**src/hdl/svf_pkg.sv**
```systemverilog
// Package for the stereo state-variable filter: widths, codes, control word
// layout and the microcode program. No dependencies.
`timescale 1ns / 1ps
`default_nettype none

package svf_pkg;

    localparam int SAMPLE_W    = 24;
    localparam int STATE_W     = 32;
    localparam int COEF_FRAC   = 24;
    localparam int GAIN_W      = 30;
    localparam int DAMP_W      = 28;
    localparam int INV_W       = 25;
    localparam int COEF_W      = 30;
    localparam int MODE_W      = 2;
    localparam int CFG_IDX_W   = 2;
    localparam int CFG_DATA_W  = 30;
    localparam int STATE_FRAC  = STATE_W - 8;
    localparam int SAMPLE_FRAC = SAMPLE_W - 1;
    localparam int CONV_SH     = STATE_FRAC - SAMPLE_FRAC;
    localparam int ALU_W       = STATE_W + 3;
    localparam int PROD_W      = STATE_W + COEF_W + 1;
    localparam int STEPS       = 9;
    localparam int STEP_W      = $clog2(STEPS);

    localparam logic [DAMP_W-1:0] DAMP_RST = DAMP_W'(1) << COEF_FRAC;
    localparam logic [INV_W-1:0]  INV_RST  = INV_W'(1) << COEF_FRAC;

    typedef enum logic [MODE_W-1:0] {
        MODE_BYPASS, MODE_LOWPASS, MODE_BANDPASS, MODE_HIGHPASS
    } t_mode;

    typedef enum logic [CFG_IDX_W-1:0] {
        CFG_MODE, CFG_GAIN, CFG_DAMP, CFG_INV
    } t_cfg_idx;

    // Operand sources of the datapath.
    typedef enum logic [2:0] {
        SRC_ZERO, SRC_V0, SRC_P, SRC_T, SRC_V2, SRC_V3, SRC_IC1, SRC_IC2
    } t_src;

    // Destinations of the adder result.
    typedef enum logic [2:0] {
        DST_NONE, DST_T, DST_V2, DST_V3, DST_IC1, DST_IC2, DST_Y
    } t_dst;

    typedef enum logic [1:0] {CF_K, CF_INV, CF_G} t_coef;

    // Sequencing: step on, or end of a channel (loop once, then finish).
    typedef enum logic {NX_STEP, NX_CHAN} t_next;

    typedef enum logic [1:0] {S_IDLE, S_RUN, S_DONE} t_state;

    // One control word. The adder computes
    // sat(sat(a or 2a, plus or minus b) - c).
    typedef struct packed {
        logic  mul_en;
        t_src  mul_a;
        t_coef mul_c;
        t_dst  dst;
        t_src  alu_a;
        logic  alu_dbl;
        t_src  alu_b;
        logic  alu_b_neg;
        t_src  alu_c;
        t_next nxt;
    } t_uword;

    typedef struct packed {
        logic   load;
        logic   run;
        logic   ch;
        logic   xfer;
        t_uword uw;
    } t_dp_ctl;

    // Program for one channel; the product register P holds the last product.
    function automatic t_uword ucode(input logic [STEP_W-1:0] step);
        t_uword w;
        case (step)
            // P = k * ic1
            4'd0: w = '{1'b1, SRC_IC1, CF_K, DST_NONE, SRC_ZERO, 1'b0, SRC_ZERO, 1'b0,
                        SRC_ZERO, NX_STEP};
            // T = v0 - P - ic2
            4'd1: w = '{1'b0, SRC_ZERO, CF_K, DST_T, SRC_V0, 1'b0, SRC_P, 1'b1,
                        SRC_IC2, NX_STEP};
            // P = v1 = T * inv_denom
            4'd2: w = '{1'b1, SRC_T, CF_INV, DST_NONE, SRC_ZERO, 1'b0, SRC_ZERO, 1'b0,
                        SRC_ZERO, NX_STEP};
            // P = g * v1
            4'd3: w = '{1'b1, SRC_P, CF_G, DST_NONE, SRC_ZERO, 1'b0, SRC_ZERO, 1'b0,
                        SRC_ZERO, NX_STEP};
            // v2 = ic1 + P
            4'd4: w = '{1'b0, SRC_ZERO, CF_K, DST_V2, SRC_IC1, 1'b0, SRC_P, 1'b0,
                        SRC_ZERO, NX_STEP};
            // P = g * v2, ic1 = 2*v2 - ic1
            4'd5: w = '{1'b1, SRC_V2, CF_G, DST_IC1, SRC_V2, 1'b1, SRC_IC1, 1'b1,
                        SRC_ZERO, NX_STEP};
            // v3 = ic2 + P
            4'd6: w = '{1'b0, SRC_ZERO, CF_K, DST_V3, SRC_IC2, 1'b0, SRC_P, 1'b0,
                        SRC_ZERO, NX_STEP};
            // P = k * v2, ic2 = 2*v3 - ic2
            4'd7: w = '{1'b1, SRC_V2, CF_K, DST_IC2, SRC_V3, 1'b1, SRC_IC2, 1'b1,
                        SRC_ZERO, NX_STEP};
            // highpass = v0 - P - v3, pick the response, end of channel
            4'd8: w = '{1'b0, SRC_ZERO, CF_K, DST_Y, SRC_V0, 1'b0, SRC_P, 1'b1,
                        SRC_V3, NX_CHAN};
            default: w = '{1'b0, SRC_ZERO, CF_K, DST_NONE, SRC_ZERO, 1'b0, SRC_ZERO,
                           1'b0, SRC_ZERO, NX_CHAN};
        endcase
        return w;
    endfunction

endpackage

`default_nettype wire

```
**src/hdl/svf_seq.sv**
```systemverilog
// Microcode sequencer: state machine, step counter, channel bit, control ROM
// and the stream handshakes. Depends on svf_pkg.
`timescale 1ns / 1ps
`default_nettype none

module svf_seq
    import svf_pkg::*;
(
    input  wire logic    i_clk,
    input  wire logic    i_rst_n,
    input  wire logic    i_in_valid,
    input  wire logic    i_out_ready,
    input  wire t_mode   i_mode,
    output logic         o_in_ready,
    output logic         o_out_valid,
    output t_dp_ctl      o_ctl
);

    t_state              r_state, n_state;
    logic [STEP_W-1:0]   r_step,  n_step;
    logic                r_ch,    n_ch;
    logic                r_ovalid, n_ovalid;
    logic                w_accept;
    logic                w_xfer;
    t_uword              w_uw;

    assign w_uw     = ucode(r_step);
    assign w_accept = i_in_valid && (r_state == S_IDLE);
    assign w_xfer   = (r_state == S_DONE) && (!r_ovalid || i_out_ready);

    always_ff @(posedge i_clk) begin
        if (!i_rst_n) begin
            r_state  <= S_IDLE;
            r_step   <= '0;
            r_ch     <= 1'b0;
            r_ovalid <= 1'b0;
        end else begin
            r_state  <= n_state;
            r_step   <= n_step;
            r_ch     <= n_ch;
            r_ovalid <= n_ovalid;
        end
    end

    always_comb begin
        n_state  = r_state;
        n_step   = r_step;
        n_ch     = r_ch;
        n_ovalid = r_ovalid;
        if (r_ovalid && i_out_ready) begin
            n_ovalid = 1'b0;
        end
        unique case (r_state)
            S_IDLE: begin
                if (w_accept) begin
                    n_step  = '0;
                    n_ch    = 1'b0;
                    n_state = (i_mode == MODE_BYPASS) ? S_DONE : S_RUN;
                end
            end
            S_RUN: begin
                if (w_uw.nxt == NX_CHAN) begin
                    n_step = '0;
                    if (!r_ch) begin
                        n_ch = 1'b1;
                    end else begin
                        n_state = S_DONE;
                    end
                end else begin
                    n_step = r_step + STEP_W'(1);
                end
            end
            S_DONE: begin
                if (w_xfer) begin
                    n_ovalid = 1'b1;
                    n_state  = S_IDLE;
                end
            end
            default: n_state = S_IDLE;
        endcase
    end

    assign o_in_ready  = (r_state == S_IDLE);
    assign o_out_valid = r_ovalid;

    always_comb begin
        o_ctl.load = w_accept;
        o_ctl.run  = (r_state == S_RUN);
        o_ctl.ch   = r_ch;
        o_ctl.xfer = w_xfer;
        o_ctl.uw   = w_uw;
    end

endmodule

`default_nettype wire

```
**config.mk**
```make
export PLATFORM = sky130hd
export DESIGN_NAME = svf_seq
export DESIGN_NICKNAME = d
export VERILOG_FILES = /design/src/hdl/svf_pkg.sv /design/src/hdl/svf_seq.sv
export SDC_FILE = /design/constraint.sdc
export NUM_CORES = 1
export LEC_CHECK = 0
export ABC_CLOCK_PERIOD_IN_PS = 2600
export BUFFER_PORTS_ARGS = -buffer_cell sky130_fd_sc_hd__buf_2
export CAP_MARGIN = 40
export CORE_MARGIN = 5
export CORE_UTILIZATION = 53
export DETAILED_ROUTE_END_ITERATION = 10
export PLACE_DENSITY = 0.79
export SLEW_MARGIN = 30
export SYNTH_ARGS = -nofsm -noshare
export SYNTH_HDL_FRONTEND = slang
export SYNTH_SLANG_ARGS = --single-unit
```
**constraint.sdc**
```tcl
create_clock -name i_clk -period 2.6 [get_ports i_clk]
set_input_delay 0.52 -clock i_clk [delete_from_list [all_inputs] [get_ports i_clk]]
set_output_delay 0.52 -clock i_clk [all_outputs]
set_load 0.02 [all_outputs]
```
==> results.py, run 1 <==
metrics = {
    "final_layout": {
        "area_growth_pct": 14.47,
        "stdcell_count": 165,
        "antenna_cells": 0,
        "fillers": 182,
        "layout.nets": 146,
        "fin_area_um2": 1227,
        "final_layout_size_suffix_gt1_frac": 0.2899,
        "finish.utilization": 0.6321,
    },
    "logic_synthesis": {
        "ys_seq_area_frac": 0.4854,
        "syn-num-nets": 122,
        "avgSynthCellArea_um2": 9.324,
        "async_flop_share": 0,
        "syn_area_um2": 1072,
        "ys_seq_elements": 26,
        "syn_inst": 115,
        "synth_warnings": 0,
        "synth-edff-count": 0,
        "ys_types": 39,
        "ys.flop_type": "dfxtp_1",
    },
    "die": {
        "design.core.area_um2": 1942,
        "start_util": 0.5522,
        "io_pins": 33,
        "die_h_um": 54.98,
        "die-area_um2": 3023,
        "placementRows": 16,
        "die_w_um": 54.98,
    },
    "place": {
        "dp.cells": 161,
        "place.gp.congestion": 0.8068,
        "io_buffers": 32,
        "hpwl_um": 1493,
        "place_area_um2": 1175,
        "dp_slack_ns": 0.3614,
    },
    "min_path": {
        "hold_path.class": "in2reg",
    },
    "worst_setup_path": {
        "path_buf_inv": 0,
        "path_cells": "ha_1 > or3b_1 > a211o_1 > a21boi_2 > nand4b_1 > o21ai_0",
        "crit_family": "compound AO/OA/AOI/OAI gates",
        "endpoint_kind": "register",
        "cp_slowest_cell": "a21boi_2",
        "cp.required_ns": 2.79,
        "path_max_fanout": 13,
        "crit_arrival_ns": 2.38,
        "worstSetupPathType": "reg2reg",
        "slowest_delay_ns": 0.47,
        "start_kind": "register",
    },
    "clock_network": {
        "path_clk_slew_ns": 0.15,
        "cts_tree": "built",
        "htreeDepth": 1,
        "clock_latency_ns": 0.33,
        "cts_setup_buffers": 0,
        "cts.sinks": 26,
        "cts_root_buf": "clkbuf_4",
        "cts_buffer_depth": 2,
        "ctsResizeCount": 0,
        "cts_buffers": 3,
        "cts_hold_buf": 0,
    },
    "run": {
        "drv_cap": 0,
    },
    "sta": {
        "post-route-min-period_ns": 2.191,
        "setup_viol": 0,
        "fin_setup_tns_ns": 0,
        "rsz0062_at_grt": "false",
        "fmax_mhz": 456.4,
        "maxSlewHeadroom": 0.5199,
        "worst_pin_slew_ns": 0.7202,
        "finalHoldViolCount": 0,
        "drv_slew": 0,
        "hold-worst-slack_ns": 0.5020,
        "skew_ns": 0.01206,
        "min_period_over_period": 0.8426,
        "fin_ws_ns": 0.4091,
    },
    "power": {
        "peakVddDrop_mv": 0.3763,
        "powerDensity_nw_per_um2": 667.9,
        "total_power_mw": 0.8198,
        "p_leak_nw": 0.5747,
    },
    "routing": {
        "wl_per_cell_um": 12.44,
        "vias": 845,
        "dr.first_iter.drc_count": 16,
        "drc": 0,
        "via_per_inst": 5.121,
        "drt-pass1-iter-count": 4,
        "final_antenna_net_count": 0,
        "routed_wl_um": 2052,
    },
    "grt": {
        "grt.total_usage": 0.1510,
        "grt_max_degree": 16,
        "grt_pass1_wl_um": 3263,
        "grt_pass1_vias": 767,
        "antenna_found_initial": 0,
        "grt_overflow": 0,
    },
    "run_status": {
        "status": "complete, no violations",
    },
}
final timing paths:
kind	start	cells after the start	to	slack, ns
worst max-delay path	r_step[0]	6	w_uw[6]	0.41
worst min-delay path	i_rst_n	2	r_state[0]	0.50
worst max register to register	r_step[0]	6	w_uw[6]	0.41
worst min register to register	o_out_valid	2	o_out_valid	0.56
report_power, final:
group / total, mW / switching [mW] / internal, mW
logic: 0.112 / 0.0712 / 0.0410
clock network: 0.278 / 0.122 / 0.156
registers: 0.429 / 0.0122 / 0.417
placed cells by master, fill, tap and decap left out, types with 2 or more instances in the layout:
master     n
nor4_1     2
buf_2     32
nand2b_1   4
nand3b_1   2
dfxtp_1   26
mux2i_1    2
nand2_1    6
a21oi_1    5
a211oi_1   3
nor2_1    14
o21ai_0    4
inv_1      6
clkbuf_4   3
nor2b_1    4
and2_1     2
synth_stat cells, types with 2 or more instances:
library cell	n	area, um2
nand2_1	6	22.52
nor4_1	2	12.51
inv_1	6	22.52
nor2b_1	4	25.02
a21oi_1	5	25.02
nand3b_1	2	15.01
nor2_1	14	52.55
and2_1	2	12.51
a211oi_1	3	22.52
mux2i_1	2	20.02
o21ai_0	4	20.02
clkbuf_1	2	7.510
nand2b_1	4	25.02
buf_4	9	67.56
dfxtp_1	26	520.5
cells by family after synthesis:
logic type / after synthesis / share of synthesized area
simple gates: 43 / 0.2147
buf+inv: 19 / 0.1062
compound gates: 23 / 0.1552
flops: 26 / 0.4854
mux: 2 / 0.01867
xor+xnor: 1 / 0.008170
fa+ha+maj: 1 / 0.01167
routing by layer:
metal	vias up	global-route usage	routed length [um]
met3	6	0.03217	120
met4	0	0.07287	36
met5	-	0	0
met2	23	0.2520	1008
li1	429	-	-
met1	387	0.1835	886
state kept, by name (all words and copies together) (netlist names):
| name | count |
|---|---|
| r_step | 4 |
| r_ch | 1 |
| r_state | 2 |
| w_uw | 18 |
| o_out_valid | 1 |
worst reg2reg max path, delay by kind of cell (launching register included):
kind                     cells  cell delay, ns
flip-flops                   1            0.41
AO/OA/AOI/OAI                3            0.88
adder cells (fa/ha/maj)      1            0.18
AND/OR/NAND/NOR              2            0.59
area by class of cell:
cell class,instances,area [um2],share of cell area
clock buffers,3,22.52,0.01835
clock inverters,1,30.03,0.02446
inverters,6,22.52,0.01835
multi-input cells,70,437.9,0.3568
flip-flops and latches,26,520.5,0.4241
well taps,27,33.78,0.02752
repair buffers,32,160.2,0.1305
Power figures use the tool's default switching activity.
==> run 2: changes to the inputs <==
Settings changed: ABC_CLOCK_PERIOD_IN_PS 2600 to 2000, CORE_UTILIZATION 53 to 44, PLACE_DENSITY 0.79 to 0.7.
Clock period 2.6 ns to 2 ns, I/O delays scaled along.
==> results.py, run 2 (synthesized netlist as in run 1, its figures left out) <==
metrics = {
    "run_status": {
        "status": "complete, no violations",
    },
    "grt": {
        "grt_max_degree": 16,
        "grt_pass1_vias": 785,
        "grt.total_usage": 0.1240,
        "grt_overflow": 0,
        "grt_pass1_wl_um": 3415,
        "antenna_found_initial": 0,
    },
    "routing": {
        "vias": 853,
        "drc": 0,
        "drt-pass1-iter-count": 3,
        "final_antenna_net_count": 0,
        "via_per_inst": 4.959,
        "wl_per_cell_um": 11.78,
        "routed_wl_um": 2026,
        "dr.first_iter.drc_count": 1,
    },
    "sta": {
        "rsz0062_at_grt": "true",
        "skew_ns": 0.006733,
        "finalHoldViolCount": 0,
        "fmax_mhz": 529.5,
        "drv_slew": 0,
        "setup_viol": 0,
        "min_period_over_period": 0.9443,
        "fin_ws_ns": 0.1114,
        "post-route-min-period_ns": 1.889,
        "fin_setup_tns_ns": 0,
        "maxSlewHeadroom": 0.6660,
        "worst_pin_slew_ns": 0.5010,
    },
    "power": {
        "p_int_mw": 0.7119,
        "p_leak_nw": 0.6062,
        "total_power_mw": 0.9618,
        "sequentialPowerShare": 0.578,
        "powerDensity_nw_per_um2": 758.1,
        "combPwrFrac": 0.160,
        "switching_power_mw": 0.2499,
        "swShare": 0.2599,
        "clockPowerShare": 0.262,
        "peakVddDrop_mv": 0.3983,
    },
    "worst_setup_path": {
        "endpoint_kind": "register",
        "slowest_delay_ns": 0.37,
        "path_buf_inv": 1,
        "start_kind": "register",
        "path_cells": "ha_1 > or3b_1 > a211o_1 > a21boi_4 > buf_4 > nand3b_1 > nor2_1",
        "crit_family": "simple AND/OR/NAND/NOR gates",
        "path_max_fanout": 8,
        "reg2reg_setup_slack_ns": 0.11,
        "cp.required_ns": 2.25,
        "worstSetupPathType": "reg2reg",
        "cp_slowest_cell": "dfxtp_2",
        "crit_arrival_ns": 2.14,
    },
    "place": {
        "io_buffers": 32,
        "dp.cells": 166,
        "place_area_um2": 1206,
        "place.gp.congestion": 0.7505,
        "hpwl_um": 1568,
        "dp_slack_ns": 0.02062,
    },
    "die": {
        "die_w_um": 59.37,
        "start_util": 0.4711,
        "die-area_um2": 3524,
        "placementRows": 17,
        "io_pins": 33,
        "design.core.area_um2": 2276,
        "die_h_um": 59.37,
    },
    "final_layout": {
        "largest_reg_flops": 18,
        "antenna_cells": 0,
        "fin_area_um2": 1269,
        "final_layout_size_suffix_gt1_frac": 0.3403,
        "final_common_cell": "buf_2",
        "fillers": 218,
        "final_cell_mix": "buf_2 (32), dfxtp_1 (23), nor2_1 (14)",
        "stdcell_count": 172,
        "area_growth_pct": 18.32,
        "layout.nets": 152,
    },
    "clock_network": {
        "cts_buffers": 3,
        "cts_buffer_depth": 2,
        "htreeDepth": 1,
        "cts_tree": "built",
        "path_clk_slew_ns": 0.13,
        "cts_root_buf": "clkbuf_4",
        "cts.sinks": 26,
        "clock_latency_ns": 0.31,
    },
    "min_path": {
        "hold_path.class": "in2reg",
    },
    "run": {
        "drv_cap": 0,
    },
}
## run 2: area by class of cell
cell class              instances  area (um2)  area share
repair buffers                 38       205.2      0.1617
well taps                      28       35.03     0.02761
multi-input cells              70       445.4      0.3511
clock buffers                   4       36.28     0.02860
inverters                       6       22.52     0.01775
flip-flops and latches         26       524.3      0.4132
## run 2: power groups by stage
stage	Clock, mW	Sequential, mW	Combinational (mW)
after global routing	0.297	0.560	0.170
after CTS	0.268	0.555	0.155
after detailed placement	0	0.567	0.154
final	0.252	0.556	0.153
after global placement	0	0.566	0.152
after floorplan	0	0.587	0.0973
## run 2: final timing paths
path | startpoint | end | cells past startpoint
setup / recovery | r_step[0] | w_uw[5] | 7
hold / removal | i_rst_n | r_state[0] | 2
setup reg to reg | r_step[0] | w_uw[5] | 7
hold reg to reg | r_step[3] | r_step[3] | 2
## run 2: timing repair
action                                 4_1_cts  5_1_grt
endpoints found under the hold margin        0        0
gates resized for setup                      1        4
setup endpoints to repair                    2        8
hold buffers                                 0        0
buffers inserted                             0        2
pin swaps                                    0        1
## run 2: metal layers
metal / vias to the layer above / part of all wire / track usage
met1: 393 / 0.46 / 0.1594
li1: 444 / - / -
met2: 14 / 0.48 / 0.2044
met4: 0 / 0.0069 / 0.03883
met5: - / 0 / 0
met3: 2 / 0.051 / 0.02832
## run 2: metrics by stage
stage,hold slack (ns),util
6_report,0.3789,0.5574
3_3_place_gp,0.5151,0.5300
4_1_cts,0.3703,0.5492
5_1_grt,0.3579,0.5574
2_1_floorplan,0.5110,-
3_5_place_dp,0.5383,0.5300
## run 2: worst register-to-register path, delay by kind of cell, from the launching register on
kind	cells	cell delay (ns)
DFF	1	0.37
buffers and inverters	1	0.19
and+or+nand+nor	3	0.58
AOI/OAI and AO/OA	2	0.53
adders and majority gates	1	0.16
==> run 3: changes to the inputs <==
Settings changed: ABC_CLOCK_PERIOD_IN_PS 2000 to 1700.
Clock period 2 ns to 1.7 ns, I/O delays scaled along.
==> results.py, run 3 (synthesized netlist as in run 1, its figures left out) <==
metrics = {
    "power": {
        "switching_power_mw": 0.3443,
        "clockPowerShare": 0.329,
        "powerDensity_nw_per_um2": 878.9,
        "combPwrFrac": 0.178,
        "swShare": 0.2605,
        "peakVddDrop_mv": 0.5528,
        "sequentialPowerShare": 0.493,
        "total_power_mw": 1.322,
        "p_int_mw": 0.9775,
        "p_leak_nw": 0.7317,
    },
    "routing": {
        "final_antenna_net_count": 0,
        "wl_per_cell_um": 14.67,
        "via_per_inst": 5.052,
        "dr.first_iter.drc_count": 19,
        "drt-pass1-iter-count": 4,
        "drc": 0,
        "vias": 975,
        "routed_wl_um": 2832,
    },
    "final_layout": {
        "final_common_cell": "buf_2",
        "multiInputGateArea_um2": 491.7,
        "largest_reg_flops": 18,
        "regArea_um2": 525.5,
        "antenna_cells": 0,
        "layout.nets": 173,
        "area_growth_pct": 40.26,
        "fillers": 179,
        "stdcell_count": 193,
        "final_layout_size_suffix_gt1_frac": 0.5091,
        "final_cell_mix": "buf_2 (31), buf_4 (25), dfxtp_1 (22)",
    },
    "sta": {
        "finalHoldViolCount": 0,
        "fmax_mhz": 556.4,
        "drv_slew": 0,
        "rsz0062_at_grt": "true",
        "setup_viol": 14,
        "fin_ws_ns": -0.09728,
        "post-route-min-period_ns": 1.797,
        "maxSlewHeadroom": 0.7133,
        "skew_ns": 0.004290,
        "min_period_over_period": 1.057,
        "worst_pin_slew_ns": 0.4301,
    },
    "run_status": {
        "status": "finished, violations left",
        "violations": "negative setup slack",
    },
    "clock_network": {
        "htreeDepth": 1,
        "clock_latency_ns": 0.33,
        "cts.sinks": 26,
        "cts_buffers": 3,
        "cts_hold_buf": 0,
        "cts_root_buf": "clkbuf_4",
        "cts_tree": "built",
        "path_clk_slew_ns": 0.15,
        "cts_buffer_depth": 2,
    },
    "worst_setup_path": {
        "cp.required_ns": 1.95,
        "endpoint": "w_uw[19]",
        "crit_arrival_ns": 2.05,
        "worstSetupPathType": "reg2reg",
        "start_kind": "register",
        "path_max_fanout": 4,
        "reg2reg_setup_slack_ns": -0.1,
        "worstSetupStartpoint": "r_step[0]",
        "timing.rr.start": "r_step[0]",
        "r2r_cells": 7,
        "r2r_end": "w_uw[19]",
        "endpoint_kind": "register",
    },
    "grt": {
        "grt_max_degree": 16,
        "grt_pass1_vias": 1014,
        "antenna_found_initial": 0,
        "grt_overflow": 0,
        "grt_pass1_wl_um": 4519,
        "grt.total_usage": 0.1673,
    },
    "die": {
        "start_util": 0.4711,
        "die_w_um": 59.37,
        "die_h_um": 59.37,
        "placementRows": 17,
        "design.core.area_um2": 2276,
        "io_pins": 33,
        "die-area_um2": 3524,
    },
    "run": {
        "drv_cap": 0,
    },
    "min_path": {
        "hold_path.class": "in2reg",
    },
    "place": {
        "hpwl_um": 1911,
        "io_buffers": 32,
        "dp.cells": 184,
        "place.gp.congestion": 0.7667,
    },
}
[run 3: cell count changes in the layout (fill, tap and decap cells not counted), moves of 2 or more]
cell	previous run	this run
nor2_1	14	11
nor2_2	0	2
o21ai_0	3	1
inv_1	6	4
a21oi_1	5	3
inv_2	0	2
a21oi_2	1	3
buf_4	6	25
buf_6	0	3
o21ai_1	2	4
[run 3: worst min path at each step]
stage	start	end	slack (ns)	cells past startpoint
floorplan	r_step[3]	r_step[3]	0.51	2
global placement	o_out_valid	o_out_valid	0.51	2
detailed placement	o_out_valid	o_out_valid	0.53	2
CTS	i_rst_n	r_state[0]	0.30	2
global route	i_rst_n	r_state[0]	0.31	2
finish	i_rst_n	r_state[0]	0.31	2
[run 3: metrics by stage]
step | util | TNS [ns] | hold slack [ns] | worst slack, ns | instance area [um2]
floorplan | - | -0.05866 | 0.5110 | -0.05866 | 1077
global placement | 0.5899 | -0.1297 | 0.5101 | -0.04117 | 1343
CTS | 0.6366 | -0.5772 | 0.3040 | -0.08791 | 1449
detailed placement | 0.5899 | -0.6407 | 0.5260 | -0.1106 | 1343
global route | 0.6608 | -2.209 | 0.3067 | -0.2111 | 1504
finish | 0.6608 | -0.7765 | 0.3081 | -0.09728 | 1504
[run 3: power groups by stage]
stage          Clock, mW  Combinational [mW]  Sequential (mW)
2_1_floorplan          0               0.114            0.691
3_3_place_gp           0               0.208            0.663
3_5_place_dp           0               0.215            0.664
4_1_cts            0.437               0.223            0.651
5_1_grt            0.480               0.255            0.656
6_report           0.435               0.235            0.652
[run 3: final cells by class]
class	instances	share of cell area
Timing Repair Buffer	59	0.2504
Tap cell	28	0.02329
Multi-Input combinational cell	70	0.3270
Clock inverter	1	0.01997
Inverter	6	0.01498
Sequential cell	26	0.3494
Clock buffer	3	0.01498
[run 3: layer usage]
| metal | vias to the layer above | global-route usage | wire length, um |
|---|---|---|---|
| met5 | - | 0 | 0 |
| met4 | 0 | 0.07120 | 80 |
| met3 | 9 | 0.03486 | 139 |
| met2 | 24 | 0.2949 | 1396 |
| met1 | 460 | 0.1931 | 1215 |
| li1 | 482 | - | - |
[run 3: repair_timing]
item / in CTS / in global routing
setup buffers: 3 / 2
setup endpoints to repair: 12 / 21
resized for setup: 11 / 14
endpoints found under the hold margin: 0 / 0
pin swaps: 1 / 4
[run 3: critical path: stages (launching register included)]
cell and delay [ns]:
dfxtp_2 0.36, ha_2 0.16, or3b_1 0.34, a211o_1 0.31
a21boi_4 0.20, buf_4 0.14, mux2i_1 0.16, nor2_1 0.05
